===== config.mk =====
export PLATFORM = sky130hd
export DESIGN_NAME = analog_hysteresis_trigger_averager_unit_flat
export DESIGN_NICKNAME = d
export VERILOG_FILES = /design/src/aht_pkg.sv /design/src/aht_ifs.sv /design/src/aht_div.sv /design/src/analog_hysteresis_trigger_averager_unit.sv /design/src/flat_wrapper.sv
export SDC_FILE = /design/constraint.sdc
export NUM_CORES = 1
export LEC_CHECK = 0
export BUFFER_PORTS_ARGS = -buffer_cell sky130_fd_sc_hd__buf_4
export CORE_MARGIN = 3
export CORE_UTILIZATION = 53
export DETAILED_ROUTE_END_ITERATION = 7
export GPL_ROUTABILITY_DRIVEN = 0
export PLACE_DENSITY = 0.7
export SYNTH_ARGS = -nofsm -noshare
export SYNTH_HDL_FRONTEND = slang
export SYNTH_SLANG_ARGS = --single-unit

===== constraint.sdc =====
create_clock -name i_clk -period 17.7 [get_ports i_clk]
set_input_delay 3.54 -clock i_clk [delete_from_list [all_inputs] [get_ports i_clk]]
set_output_delay 3.54 -clock i_clk [all_outputs]
set_load 0.05 [all_outputs]

===== src/aht_pkg.sv =====
// Shared constants, register codes and divider request/response types
// for the analog hysteresis trigger averager. No dependencies.
package aht_pkg;

    localparam int ADC_W      = 10;   // converter sample
    localparam int MV_W       = 11;   // millivolt values and registers
    localparam int DMV_W      = 14;   // 0.1 mV values
    localparam int SUM_W      = 22;   // running sum of 0.1 mV values
    localparam int CNT_W      = 8;    // wake and sample counters
    localparam int MODE_W     = 2;
    localparam int CFG_IDX_W  = 3;
    localparam int CFG_DATA_W = 11;

    localparam int DIV_NUM_W  = SUM_W;              // dividend: sum of samples
    localparam int DIV_DEN_W  = CNT_W;              // divisor: sample count
    localparam int DIV_CNT_W  = $clog2(DIV_NUM_W);

    localparam logic [DMV_W-1:0] FULL_SCALE_DMV = DMV_W'(11000);
    localparam logic [ADC_W-1:0] ADC_MAX        = ADC_W'(1023);
    localparam logic [DMV_W-1:0] DMV_PER_MV     = DMV_W'(10);
    localparam logic [DMV_W-1:0] ROUND_HALF     = DMV_W'(5);

    // Scale by 11000 / 1023 as a reciprocal multiply; exact for every sample
    localparam int SCALE_W     = 24;
    localparam int SCALE_SHIFT = 20;
    localparam int PROD_W      = ADC_W + SCALE_W;
    localparam logic [SCALE_W-1:0] SCALE_RECIP =
        SCALE_W'(((64'(FULL_SCALE_DMV) << SCALE_SHIFT) + 64'(ADC_MAX) - 64'd1) / 64'(ADC_MAX));

    // Divide by ten as a reciprocal multiply; exact for any 14-bit value
    localparam int TENTH_W     = 16;
    localparam int TENTH_SHIFT = 19;
    localparam int TPROD_W     = DMV_W + TENTH_W;
    localparam logic [TENTH_W-1:0] TENTH_RECIP =
        TENTH_W'(((64'd1 << TENTH_SHIFT) + 64'(DMV_PER_MV) - 64'd1) / 64'(DMV_PER_MV));

    // Register indexes on the configuration port
    localparam logic [CFG_IDX_W-1:0] CFG_MEAS_INTERVAL = 3'd0;
    localparam logic [CFG_IDX_W-1:0] CFG_AVG_INTERVAL  = 3'd1;
    localparam logic [CFG_IDX_W-1:0] CFG_TRIGGER_MODE  = 3'd2;
    localparam logic [CFG_IDX_W-1:0] CFG_THRESHOLD_MV  = 3'd3;
    localparam logic [CFG_IDX_W-1:0] CFG_HYSTERESIS_MV = 3'd4;

    // Trigger modes
    localparam logic [MODE_W-1:0] MODE_OFF     = 2'd0;
    localparam logic [MODE_W-1:0] MODE_CHANGE  = 2'd1;
    localparam logic [MODE_W-1:0] MODE_RISING  = 2'd2;
    localparam logic [MODE_W-1:0] MODE_FALLING = 2'd3;

    typedef struct packed {
        logic                 start;
        logic [DIV_NUM_W-1:0] num;
        logic [DIV_DEN_W-1:0] den;
    } t_div_req;

    typedef struct packed {
        logic                 done;
        logic [DIV_NUM_W-1:0] quot;
    } t_div_rsp;

endpackage


===== src/aht_ifs.sv =====
// Valid/ready channel interfaces for sample items and report items.
// Depends on aht_pkg for the field widths.
interface aht_in_if import aht_pkg::*; ();
    logic             valid;
    logic             ready;
    logic [ADC_W-1:0] adc_sample;

    modport source (output valid, output adc_sample, input ready);
    modport sink   (input valid, input adc_sample, output ready);
endinterface

interface aht_out_if import aht_pkg::*; ();
    logic            valid;
    logic            ready;
    logic [MV_W-1:0] voltage_mv;
    logic            level_on;

    modport source (output valid, output voltage_mv, output level_on, input ready);
    modport sink   (input valid, input voltage_mv, input level_on, output ready);
endinterface


===== src/aht_div.sv =====
// Shared restoring divider, one quotient bit per cycle.
// Depends on aht_pkg for widths and the request/response structs.
module aht_div import aht_pkg::*; (
    input  logic     i_clk,
    input  logic     i_rst_n,
    input  t_div_req i_req,
    output t_div_rsp o_rsp
);

    logic                 r_busy;
    logic                 r_done;
    logic [DIV_CNT_W-1:0] r_cnt;
    logic [DIV_DEN_W-1:0] r_rem;
    logic [DIV_DEN_W-1:0] r_den;
    logic [DIV_NUM_W-1:0] r_quot;

    logic [DIV_DEN_W:0] trial;
    logic [DIV_DEN_W:0] diff;
    logic               fits;

    assign trial = {r_rem, r_quot[DIV_NUM_W-1]};
    assign diff  = trial - {1'b0, r_den};
    assign fits  = trial >= {1'b0, r_den};

    always_ff @(posedge i_clk) begin
        if (!i_rst_n) begin
            r_busy <= 1'b0;
            r_done <= 1'b0;
            r_cnt  <= '0;
            r_rem  <= '0;
            r_den  <= '0;
            r_quot <= '0;
        end else begin
            r_done <= 1'b0;
            if (i_req.start) begin
                r_busy <= 1'b1;
                r_cnt  <= '0;
                r_rem  <= '0;
                r_den  <= i_req.den;
                r_quot <= i_req.num;
            end else if (r_busy) begin
                // remainder stays below the divisor, so it fits the divisor width
                r_rem  <= fits ? diff[DIV_DEN_W-1:0] : trial[DIV_DEN_W-1:0];
                r_quot <= {r_quot[DIV_NUM_W-2:0], fits};
                r_cnt  <= r_cnt + 1'b1;
                if (r_cnt == DIV_CNT_W'(DIV_NUM_W - 1)) begin
                    r_busy <= 1'b0;
                    r_done <= 1'b1;
                end
            end
        end
    end

    assign o_rsp.done = r_done;
    assign o_rsp.quot = r_quot;

endmodule


===== src/analog_hysteresis_trigger_averager_unit.sv =====
// Analog channel averager with hysteresis trigger: sequencer, state and config.
// Depends on aht_pkg, aht_ifs (channel interfaces) and aht_div.
//
// Each item on i_in is one wakeup carrying a 10-bit converter sample. Every
// meas_interval wakeups the sample is scaled to 0.1 mV, summed and counted;
// in a trigger mode a peak or valley reference with hysteresis is tracked.
// A report item leaves on o_out when avg_interval samples have been taken,
// on a trigger in the selected direction, and once after reset. Registers are
// written through i_cfg_we / i_cfg_idx / i_cfg_data while idle; the user ensures this, the block has no check for it.
//
// Timing: scaling and the mV conversions are reciprocal multiplies, one per
// cycle; the average runs on the shared divider. An item with no sample and
// no report passes the check state back to idle; a sample passes the multiply,
// in a trigger mode the two mV conversions and the trigger state, then the
// period check; a report over no samples goes to the finish state directly,
// one with an average through the divider and the rounding state.
// i_in.ready is high only while the sequencer idles. A finished report sits
// in the output register; the next item is taken meanwhile, and a later
// report holds the sequencer until the receiver has taken the earlier one.
// Reset (synchronous, active low) restores the register defaults, clears
// all counters and leaves one report pending for the first wakeup.
module analog_hysteresis_trigger_averager_unit import aht_pkg::*; (
    input  logic                  i_clk,
    input  logic                  i_rst_n,
    input  logic                  i_cfg_we,
    input  logic [CFG_IDX_W-1:0]  i_cfg_idx,
    input  logic [CFG_DATA_W-1:0] i_cfg_data,
    aht_in_if.sink                i_in,
    aht_out_if.source             o_out
);

    typedef enum logic [3:0] {
        S_IDLE,
        S_MUL,
        S_V_MV,
        S_REF_MV,
        S_TRIG,
        S_PER,
        S_CHK,
        S_AVG_WAIT,
        S_RND,
        S_FIN
    } t_state;

    // configuration
    logic [CNT_W-1:0]  r_meas;
    logic [CNT_W-1:0]  r_avg;
    logic [MODE_W-1:0] r_mode;
    logic [MV_W-1:0]   r_thr;
    logic [MV_W-1:0]   r_hyst;

    always_ff @(posedge i_clk) begin
        if (!i_rst_n) begin
            r_meas <= CNT_W'(1);
            r_avg  <= CNT_W'(1);
            r_mode <= MODE_OFF;
            r_thr  <= '0;
            r_hyst <= '0;
        end else if (i_cfg_we) begin
            case (i_cfg_idx)
                CFG_MEAS_INTERVAL: r_meas <= i_cfg_data[CNT_W-1:0];
                CFG_AVG_INTERVAL:  r_avg  <= i_cfg_data[CNT_W-1:0];
                CFG_TRIGGER_MODE:  r_mode <= i_cfg_data[MODE_W-1:0];
                CFG_THRESHOLD_MV:  r_thr  <= i_cfg_data[MV_W-1:0];
                CFG_HYSTERESIS_MV: r_hyst <= i_cfg_data[MV_W-1:0];
                default: ;
            endcase
        end
    end

    // channel state and sequencer
    t_state           r_state;
    logic [CNT_W-1:0] r_wake;
    logic [CNT_W-1:0] r_count;
    logic [SUM_W-1:0] r_sum;
    logic [DMV_W-1:0] r_ref;
    logic             r_above;
    logic             r_pending;
    logic [PROD_W-1:0] r_prod;
    logic [DMV_W-1:0] r_v;
    logic [MV_W-1:0]  r_vmv;
    logic [MV_W-1:0]  r_rmv;
    logic [DMV_W-1:0] r_rnd;
    logic [MV_W-1:0]  r_mv;
    t_div_req         r_div_req;
    logic             r_out_valid;
    logic [MV_W-1:0]  r_out_mv;
    logic             r_out_on;

    t_div_rsp         div_rsp;

    logic [CNT_W-1:0]   wake_inc;
    logic [CNT_W-1:0]   count_inc;
    logic               accept;
    logic               take;
    logic [DMV_W-1:0]   v_scaled;
    logic               v_gt_ref;
    logic [DMV_W-1:0]   d10_in;
    logic [TPROD_W-1:0] d10_prod;
    logic [MV_W-1:0]    d10_out;
    logic               rising;
    logic               falling;
    logic               report_trig;
    logic               out_free;
    logic               fin_on;

    aht_div u_div (
        .i_clk   (i_clk),
        .i_rst_n (i_rst_n),
        .i_req   (r_div_req),
        .o_rsp   (div_rsp)
    );

    assign accept    = i_in.valid && (r_state == S_IDLE);
    assign wake_inc  = (r_wake == '1) ? r_wake : r_wake + 1'b1;
    assign count_inc = (r_count == '1) ? r_count : r_count + 1'b1;
    assign take      = wake_inc >= r_meas;

    assign v_scaled = r_prod[SCALE_SHIFT +: DMV_W];
    assign v_gt_ref = v_scaled > r_ref;

    // one shared divide-by-ten multiplier, its operand picked by state
    assign d10_in   = (r_state == S_V_MV)   ? r_v :
                      (r_state == S_REF_MV) ? r_ref : r_rnd;
    assign d10_prod = TPROD_W'(d10_in) * TPROD_W'(TENTH_RECIP);
    assign d10_out  = d10_prod[TENTH_SHIFT +: MV_W];

    // compare in mV
    assign falling = r_above &&
                     (({1'b0, r_vmv} + {1'b0, r_hyst}) < {1'b0, r_rmv});
    assign rising  = !r_above &&
                     ({1'b0, r_vmv} > ({1'b0, r_rmv} + {1'b0, r_hyst}));
    assign report_trig = (r_mode == MODE_CHANGE) ||
                         ((r_mode == MODE_RISING) && rising) ||
                         ((r_mode == MODE_FALLING) && falling);

    assign out_free = !r_out_valid || o_out.ready;
    assign fin_on   = (r_mode == MODE_OFF) ? (r_mv >= r_thr) : r_above;

    always_ff @(posedge i_clk) begin
        if (!i_rst_n) begin
            r_state     <= S_IDLE;
            r_wake      <= '0;
            r_count     <= '0;
            r_sum       <= '0;
            r_ref       <= '0;
            r_above     <= 1'b0;
            r_pending   <= 1'b1;
            r_prod      <= '0;
            r_v         <= '0;
            r_vmv       <= '0;
            r_rmv       <= '0;
            r_rnd       <= '0;
            r_mv        <= '0;
            r_div_req   <= '0;
            r_out_valid <= 1'b0;
            r_out_mv    <= '0;
            r_out_on    <= 1'b0;
        end else begin
            // a report leaving in S_FIN reloads the register instead
            if (r_out_valid && o_out.ready && (r_state != S_FIN)) begin
                r_out_valid <= 1'b0;
            end

            case (r_state)
                S_IDLE: begin
                    if (accept) begin
                        if (take) begin
                            r_wake  <= '0;
                            r_count <= count_inc;
                            r_prod  <= PROD_W'(i_in.adc_sample) * PROD_W'(SCALE_RECIP);
                            r_state <= S_MUL;
                        end else begin
                            r_wake  <= wake_inc;
                            r_state <= S_CHK;
                        end
                    end
                end
                S_MUL: begin
                    r_v   <= v_scaled;
                    r_sum <= r_sum + SUM_W'(v_scaled);
                    if (r_mode != MODE_OFF) begin
                        // follow the peak or valley
                        if (r_above == v_gt_ref) begin
                            r_ref <= v_scaled;
                        end
                        r_state <= S_V_MV;
                    end else begin
                        r_state <= S_PER;
                    end
                end
                S_V_MV: begin
                    r_vmv   <= d10_out;
                    r_state <= S_REF_MV;
                end
                S_REF_MV: begin
                    r_rmv   <= d10_out;
                    r_state <= S_TRIG;
                end
                S_TRIG: begin
                    if (rising || falling) begin
                        r_above <= !r_above;
                        r_ref   <= r_v;
                        if (report_trig) begin
                            // report the current sample alone
                            r_pending <= 1'b1;
                            r_sum     <= SUM_W'(r_v);
                            r_count   <= CNT_W'(1);
                        end
                    end
                    r_state <= S_PER;
                end
                S_PER: begin
                    if (r_count >= r_avg) begin
                        r_pending <= 1'b1;
                    end
                    r_state <= S_CHK;
                end
                S_CHK: begin
                    if (!r_pending) begin
                        r_state <= S_IDLE;
                    end else if (r_count == '0) begin
                        r_mv    <= '0;
                        r_state <= S_FIN;
                    end else begin
                        r_div_req <= '{start: 1'b1, num: DIV_NUM_W'(r_sum),
                                       den: DIV_DEN_W'(r_count)};
                        r_state   <= S_AVG_WAIT;
                    end
                end
                S_AVG_WAIT: begin
                    r_div_req.start <= 1'b0;
                    if (div_rsp.done) begin
                        r_rnd   <= div_rsp.quot[DMV_W-1:0] + ROUND_HALF;
                        r_state <= S_RND;
                    end
                end
                S_RND: begin
                    r_mv    <= d10_out;
                    r_state <= S_FIN;
                end
                S_FIN: begin
                    // hold until the output register is free
                    if (out_free) begin
                        r_out_valid <= 1'b1;
                        r_out_mv    <= r_mv;
                        r_out_on    <= fin_on;
                        r_sum       <= '0;
                        r_count     <= '0;
                        r_wake      <= '0;
                        r_pending   <= 1'b0;
                        r_state     <= S_IDLE;
                    end
                end
                default: begin
                    r_state <= S_IDLE;
                end
            endcase
        end
    end

    assign i_in.ready       = (r_state == S_IDLE);
    assign o_out.valid      = r_out_valid;
    assign o_out.voltage_mv = r_out_mv;
    assign o_out.level_on   = r_out_on;

endmodule

===== src/flat_wrapper.sv =====
// flat-port wrapper written by rule: the top's interface ports become plain ports
module analog_hysteresis_trigger_averager_unit_flat import aht_pkg::*;
  (i_clk, i_rst_n, i_cfg_we, i_cfg_idx, i_cfg_data, i_in_valid, i_in_adc_sample, i_in_ready, o_out_valid, o_out_voltage_mv, o_out_level_on, o_out_ready);
  aht_in_if i_in_i ();
  aht_out_if o_out_i ();
  input  logic i_clk;
  input  logic i_rst_n;
  input  logic i_cfg_we;
  input  logic [CFG_IDX_W-1:0] i_cfg_idx;
  input  logic [CFG_DATA_W-1:0] i_cfg_data;
  input wire logic [$bits(i_in_i.valid)-1:0] i_in_valid;
  input wire logic [$bits(i_in_i.adc_sample)-1:0] i_in_adc_sample;
  output wire logic [$bits(i_in_i.ready)-1:0] i_in_ready;
  output wire logic [$bits(o_out_i.valid)-1:0] o_out_valid;
  output wire logic [$bits(o_out_i.voltage_mv)-1:0] o_out_voltage_mv;
  output wire logic [$bits(o_out_i.level_on)-1:0] o_out_level_on;
  input wire logic [$bits(o_out_i.ready)-1:0] o_out_ready;
  assign i_in_i.valid = i_in_valid;
  assign i_in_i.adc_sample = i_in_adc_sample;
  assign i_in_ready = i_in_i.ready;
  assign o_out_valid = o_out_i.valid;
  assign o_out_voltage_mv = o_out_i.voltage_mv;
  assign o_out_level_on = o_out_i.level_on;
  assign o_out_i.ready = o_out_ready;
  analog_hysteresis_trigger_averager_unit u_core (.i_clk(i_clk), .i_rst_n(i_rst_n), .i_cfg_we(i_cfg_we), .i_cfg_idx(i_cfg_idx), .i_cfg_data(i_cfg_data), .i_in(i_in_i), .o_out(o_out_i));
endmodule

Word level (Yosys, flattened, before mapping)
Index checks and enable logic that the tools add are counted.
W data, S select, Z words.
- register bits after elaboration: 282
- input bits: 29
- output and inout bits: 14
- word-level logic and storage cells: 181
- add/sub/neg operators: 8
- multipliers: 2
- order comparisons: 7
- equality and inequality tests: 34
- muxes and demuxes: 51
- bitwise logic cells: 3
- reduce and logical (&&, ||, !) cells: 46
- operators by type and width (kind ; count):
    $mux W22 ; 5
    $mux W8 ; 10
    $mux W14 ; 5
    $pmux W22 S3 ; 1
    $mux W31 ; 2
    $pmux W4 S10 ; 1
    $mul A10 B24 Y34 const B ; 1
    $mul A14 B16 Y30 const B ; 1
    $pmux W14 S2 ; 1
    $add A11 B11 Y12 ; 2
    $pmux W8 S3 ; 1
    $add A22 B14 Y22 ; 1
    $mux W11 ; 2
    $pmux W11 S2 ; 1
    $mux W4 ; 5
    $ne A2 B1 Y1 const B ; 10
    $reduce_and A3 Y1 ; 6
    $add A8 B1 Y8 const B ; 2
    $eq A4 B3 Y1 const B ; 4
    $eq A8 B8 Y1 const B ; 2
    $ge A8 B8 Y1 ; 2
    $pmux W8 S2 ; 1
    $reduce_and A2 Y1 ; 8
    $add A14 B3 Y14 const B ; 1
    38 further kinds ; 76

Depth between registers and ports, before layout
- word-level depth: 9
- gate-level depth with buffers: 29

Modules after synthesis
From an unflattened synthesis, not the netlist that was laid out.
- cell total of the unflattened synthesis: 2443
- area total of the unflattened synthesis: 20442.1 µm²
- modules (own cells, without submodules) (module ; instances ; cells an instance ; area each (µm²)):
    analog_hysteresis_trigger_averager_unit ; 1 ; 2151 ; 17934.7
    aht_div ; 1 ; 292 ; 2507.4

Worst setup path before layout
Ideal clock, no wire load.
- path type: input to register
- start: input port i_in_adc_sample[8]
- end: register u_core.r_prod[33]
- library setup time: 83 ps
- data arrival time: 7439 ps
- required time: 17617 ps
- setup slack: 10178 ps
- cell stages on the path: 18
- path buffers: 0
- cell sequence: inv_1 > ha_1 > fa_1 > inv_1 > ha_1 > ha_1 > inv_1 > fa_1 > inv_1 > ha_1 > a2111o_1 > a31oi_1 > o22ai_1 > a2111o_1 > nand2_1 > a31oi_1 > a211o_1 > o221ai_1
- longest elaborated chain between the ends: 1
- ends and longest elaborated chain (element ; line ; text):
    start: declaration ; flat_wrapper.sv:12 ; input wire logic [$bits(i_in_i.adc_sample)-1:0] i_in_adc_sample;
    $mul A10 B24 Y34 ; analog_hysteresis_trigger_averager_unit.sv:171 ; r_prod <= PROD_W'(i_in.adc_sample) * PROD_W'(SCALE_RECIP);
    end signal: assignment ; analog_hysteresis_trigger_averager_unit.sv:171 ;
    end: declaration ; analog_hysteresis_trigger_averager_unit.sv:79 ; logic [PROD_W-1:0] r_prod;
No other way between the ends.
A chain may end at the register's enable or synchronous reset.

Worst setup path in the final report
- start: register u_core.r_state[0]
- end: register u_core.r_mv[5]
- longest elaborated chain between the ends: 5
- ends and longest elaborated chain (element ; line ; text):
    start: declaration ; analog_hysteresis_trigger_averager_unit.sv:72 ; t_state r_state;
    start signal: assignment ; analog_hysteresis_trigger_averager_unit.sv:142 ; r_state <= S_IDLE;
    start signal: assignment ; analog_hysteresis_trigger_averager_unit.sv:172 ; r_state <= S_MUL;
    start signal: assignment ; analog_hysteresis_trigger_averager_unit.sv:175 ; r_state <= S_CHK;
    $eq A4 B2 Y1 ; analog_hysteresis_trigger_averager_unit.sv:124 ; (r_state == S_REF_MV) ? r_ref : r_rnd;
    $mux W14 ; analog_hysteresis_trigger_averager_unit.sv:124 ;
    $mux W14 ; analog_hysteresis_trigger_averager_unit.sv:123 ; assign d10_in = (r_state == S_V_MV) ? r_v :
    $mul A14 B16 Y30 ; analog_hysteresis_trigger_averager_unit.sv:125 ; assign d10_prod = TPROD_W'(d10_in) * TPROD_W'(TENTH_RECIP);
    $pmux W11 S2 ; analog_hysteresis_trigger_averager_unit.sv:165 ; case (r_state)
    end signal: assignment ; analog_hysteresis_trigger_averager_unit.sv:239 ; r_mv <= d10_out;
    end: declaration ; analog_hysteresis_trigger_averager_unit.sv:84 ; logic [MV_W-1:0] r_mv;
Several ways; a longest one is shown, not always the timed one.

==> run_results.csv <==
group,metric,value,unit
global_route,first_global_vias,16500,
sta,fmax,129,MHz
cells_and_area,syn2layout_area_growth,8.10,%
yosys,synth-adder-area-share,28.1,%
yosys,synth_compound_area_share,14.9,%
setup_path,critPathArrivalTime,8220,ps
placement,dp_hpwl,37400,um
drt,firstDrtPassIters,5,
drt,vias_per_cell,5.59,
cells_and_area,layout.nets,2877,
sta,hold_viol,0,
floorplan,coreArea,0.0369,sq mm
floorplan,rows,70,
yosys,synthXorXnorAreaFrac,3.86,%
hold_path,hold_class,"reg2reg",
drt,met2_wirelength,22600,um
sta,holdWs,453,ps
setup_path,slowest_stage,"dfxtp_1",
run,cap_violations,0,
global_route,grt_max_degree,109,
setup_path,crit_path_max_fanout,20,
drt,wl_per_cell,16.5,um
global_route,grt_overflow,0,
yosys,synth_top_family_by_area,"adder cells",
yosys,synthesis.area,0.0200,sq mm
power,p_leak,9.86,nW
drt,antenna_left,0,
global_route,grt_use_total,24.0,%
drt,first_iter_violations,1050,
cts,cts_hold_buf,0,
cells_and_area,drive_gt1_share,4.62,%
cts,cts_root_buf,"clkbuf_16",
setup_path,cp.required,18190,ps
sta,slew_viol_final,0,
yosys,syn_inst,2455,
floorplan,fp.dieH,200,um
cts,htreeDepth,1,
yosys,postSynthAreaPerCell,8.14,sq um
yosys,synth_edf_count,0,
drt,num_vias,16600,
sta,maxSlewHeadroom,19.6,%
placement,port_buffers,42,
yosys,ys_warn_count,0,
sta,timing.final.crit_period,7730,ps
setup_path,cp_common_cell,"fa_1",
power,p_per_area,94.9,mW/mm^2
cts,post_cts_resized,0,
yosys,synthDistinctLibCells,70,
drt,dr_wl_met3,1980,um
yosys,yosysSeqAreaShare,26.2,%
sta,timing.final.crit_share,43.7,%
yosys,ys_seq_elements,262,
global_route,grt_pass1_wl,81500,um
yosys,synth_nets,2882,
drt,wirelength,49100,um
global_route,antenna_found_initial,0,
cells_and_area,n_antenna_cell,0,
setup_path,startpoint_type,"register",
sta,final.setup.tns,0,ps
drt,wl_met1,23000,um
sta,skew,17.4,ps
cells_and_area,nFillCells,3276,
power,worst_ir_drop_vdd,0.0884,mV
yosys,synth_flop_cell,"dfxtp_1",
cts,cts_post_setup_buffers_inserted,0,
cts,clk_latency,550,ps
sta,setup-violations-final,0,
sta,worst_slew_pin_slew,1200,ps
drt,drcViolationCount,0,
cts,cts_made_buffers,28,
floorplan,start_util,54.2,%
cts,cts_tree,"built",
cts,ctsLongestPathBuffers,3,
floorplan,top_level_ports,43,
drt,top_layer_used,"met4",
setup_path,crit_type,"reg2reg",
sta,rsz0062_at_grt,"no",
yosys,async_flop_share,0,%
setup_path,crit_path_end_kind,"register",
floorplan,design.die.area,0.0401,sq mm
floorplan,die_width,200,um
yosys,synth-simple-area-share,16.9,%
cts,clk_pin_slew_worst_paths,60,ps
outcome,outcome,"complete, no violations",
yosys,synth_mux_area_share,2.86,%
cts,cts.sinks,262,
setup_path,max_stage_delay,630,ps
-- cells in the final DEF (no fill, tap or decap), types with 28 or more instances in the layout --
cell type / Yosys / layout
a211oi_1: 28 / 28
a21oi_1: 246 / 245
buf_4: 0 / 53
clkbuf_16: 0 / 28
dfxtp_1: 262 / 260
fa_1: 85 / 85
ha_1: 313 / 313
inv_1: 291 / 291
mux2i_1: 56 / 56
nand2_1: 367 / 367
nand3_1: 44 / 44
nand4_1: 28 / 28
nor2_1: 200 / 200
o21ai_0: 78 / 78
xnor2_1: 52 / 52
xor2_1: 36 / 36
-- synthesized netlist by cell type, types with 9 or more instances --
cell type,instances,area share (%)
a22oi_1,10,0.38
mux2i_1,56,2.8
a311oi_1,9,0.39
inv_1,291,5.5
xor2_1,36,1.6
o21ai_0,78,2.0
o21bai_1,12,0.45
or3_1,11,0.34
nand4_1,28,0.88
nand2b_1,19,0.59
nor3_1,26,0.65
ha_1,313,20
nand3_1,44,1.1
and3_1,18,0.56
a21oi_1,246,6.2
a21o_1,24,0.90
clkbuf_1,80,1.5
xnor2_1,52,2.3
dfxtp_1,262,26
a31oi_1,12,0.38
and2_1,13,0.41
nor2b_1,20,0.63
a211oi_1,28,1.1
fa_1,85,8.5
nor2_1,200,3.8
nand2_1,367,6.9
o21a_1,15,0.56
-- through the flow --
step	cell area [sq um]	total power [mW]	std cells	util (%)	setup WS [ps]
2_1_floorplan	20000	1.27	2455	-	10180
3_3_place_gp	20700	1.45	2924	56.1	9810
3_5_place_dp	20700	1.47	2924	56.1	9720
4_1_cts	21600	2.06	2973	58.6	10010
5_1_grt	21600	2.19	2973	58.6	9490
6_report	21600	2.05	2973	58.6	9970
-- routing by layer --
metal | up-vias | global-route usage (%)
met3 | 96 | 2.78
li1 | 8271 | -
met4 | 0 | 7.20
met1 | 7897 | 32.3
met5 | - | 0
met2 | 353 | 40.6
-- layout make-up --
cell class	count	area [sq um]	share of cell area, %
Clock buffer	39	782	3.62
Clock inverter	10	120	0.556
Inverter	292	1100	5.10
Multi-Input combinational cell	1813	13300	61.7
Sequential cell	262	5250	24.3
Tap cell	504	631	2.92
Timing Repair Buffer	53	398	1.84
-- final timing paths --
path / startpoint / end / slack, ps / cells past startpoint
setup reg to reg: u_core.r_state[0]$_SDFFE_PN0P_ / u_core.r_mv[5]$_SDFFE_PN0P_ / 9970 / 26
hold reg to reg: u_core.o_out.voltage_mv[3]$_SDFFE_PN0P_ / u_core.o_out.voltage_mv[3]$_SDFFE_PN0P_ / 450 / 2
hold / removal: u_core.o_out.voltage_mv[3]$_SDFFE_PN0P_ / u_core.o_out.voltage_mv[3]$_SDFFE_PN0P_ / 450 / 2
setup / recovery: u_core.r_state[0]$_SDFFE_PN0P_ / u_core.r_mv[5]$_SDFFE_PN0P_ / 9970 / 26
-- power by group --
group          total, mW  internal, mW  switching, mW
logic              0.777         0.310          0.467
clock network      0.579         0.337          0.242
registers          0.693         0.629         0.0644
-- sequential cells by signal, summed over array words and instances, names as in the netlist, 11 cells and up --
signal	flops
u_core.r_div_req	31
u_core.r_sum	22
u_core.u_div.r_quot	22
u_core.r_prod	14
u_core.r_ref	14
u_core.r_rnd	14
u_core.r_v	14
u_core.o_out.voltage_mv	11
u_core.r_hyst	11
u_core.r_mv	11
u_core.r_rmv	11
u_core.r_thr	11
u_core.r_vmv	11
-- logic make-up after synthesis --
group / after synthesis
fa+ha+maj: 398
simple gates: 775
buf+inv: 380
mux: 57
xor+xnor: 88
compound gates: 495
flops: 262
-- worst max-delay path, delay by kind of cell, from the launching register on --
kind	cells	cell delay, ps
adder cells (fa/ha/maj)	6	2980
AO/OA/AOI/OAI	8	1980
AND/OR/NAND/NOR	6	1260
flip-flops	1	630
buffers and inverters	5	570
XOR/XNOR	1	230
(Power assumes the default switching activity.)
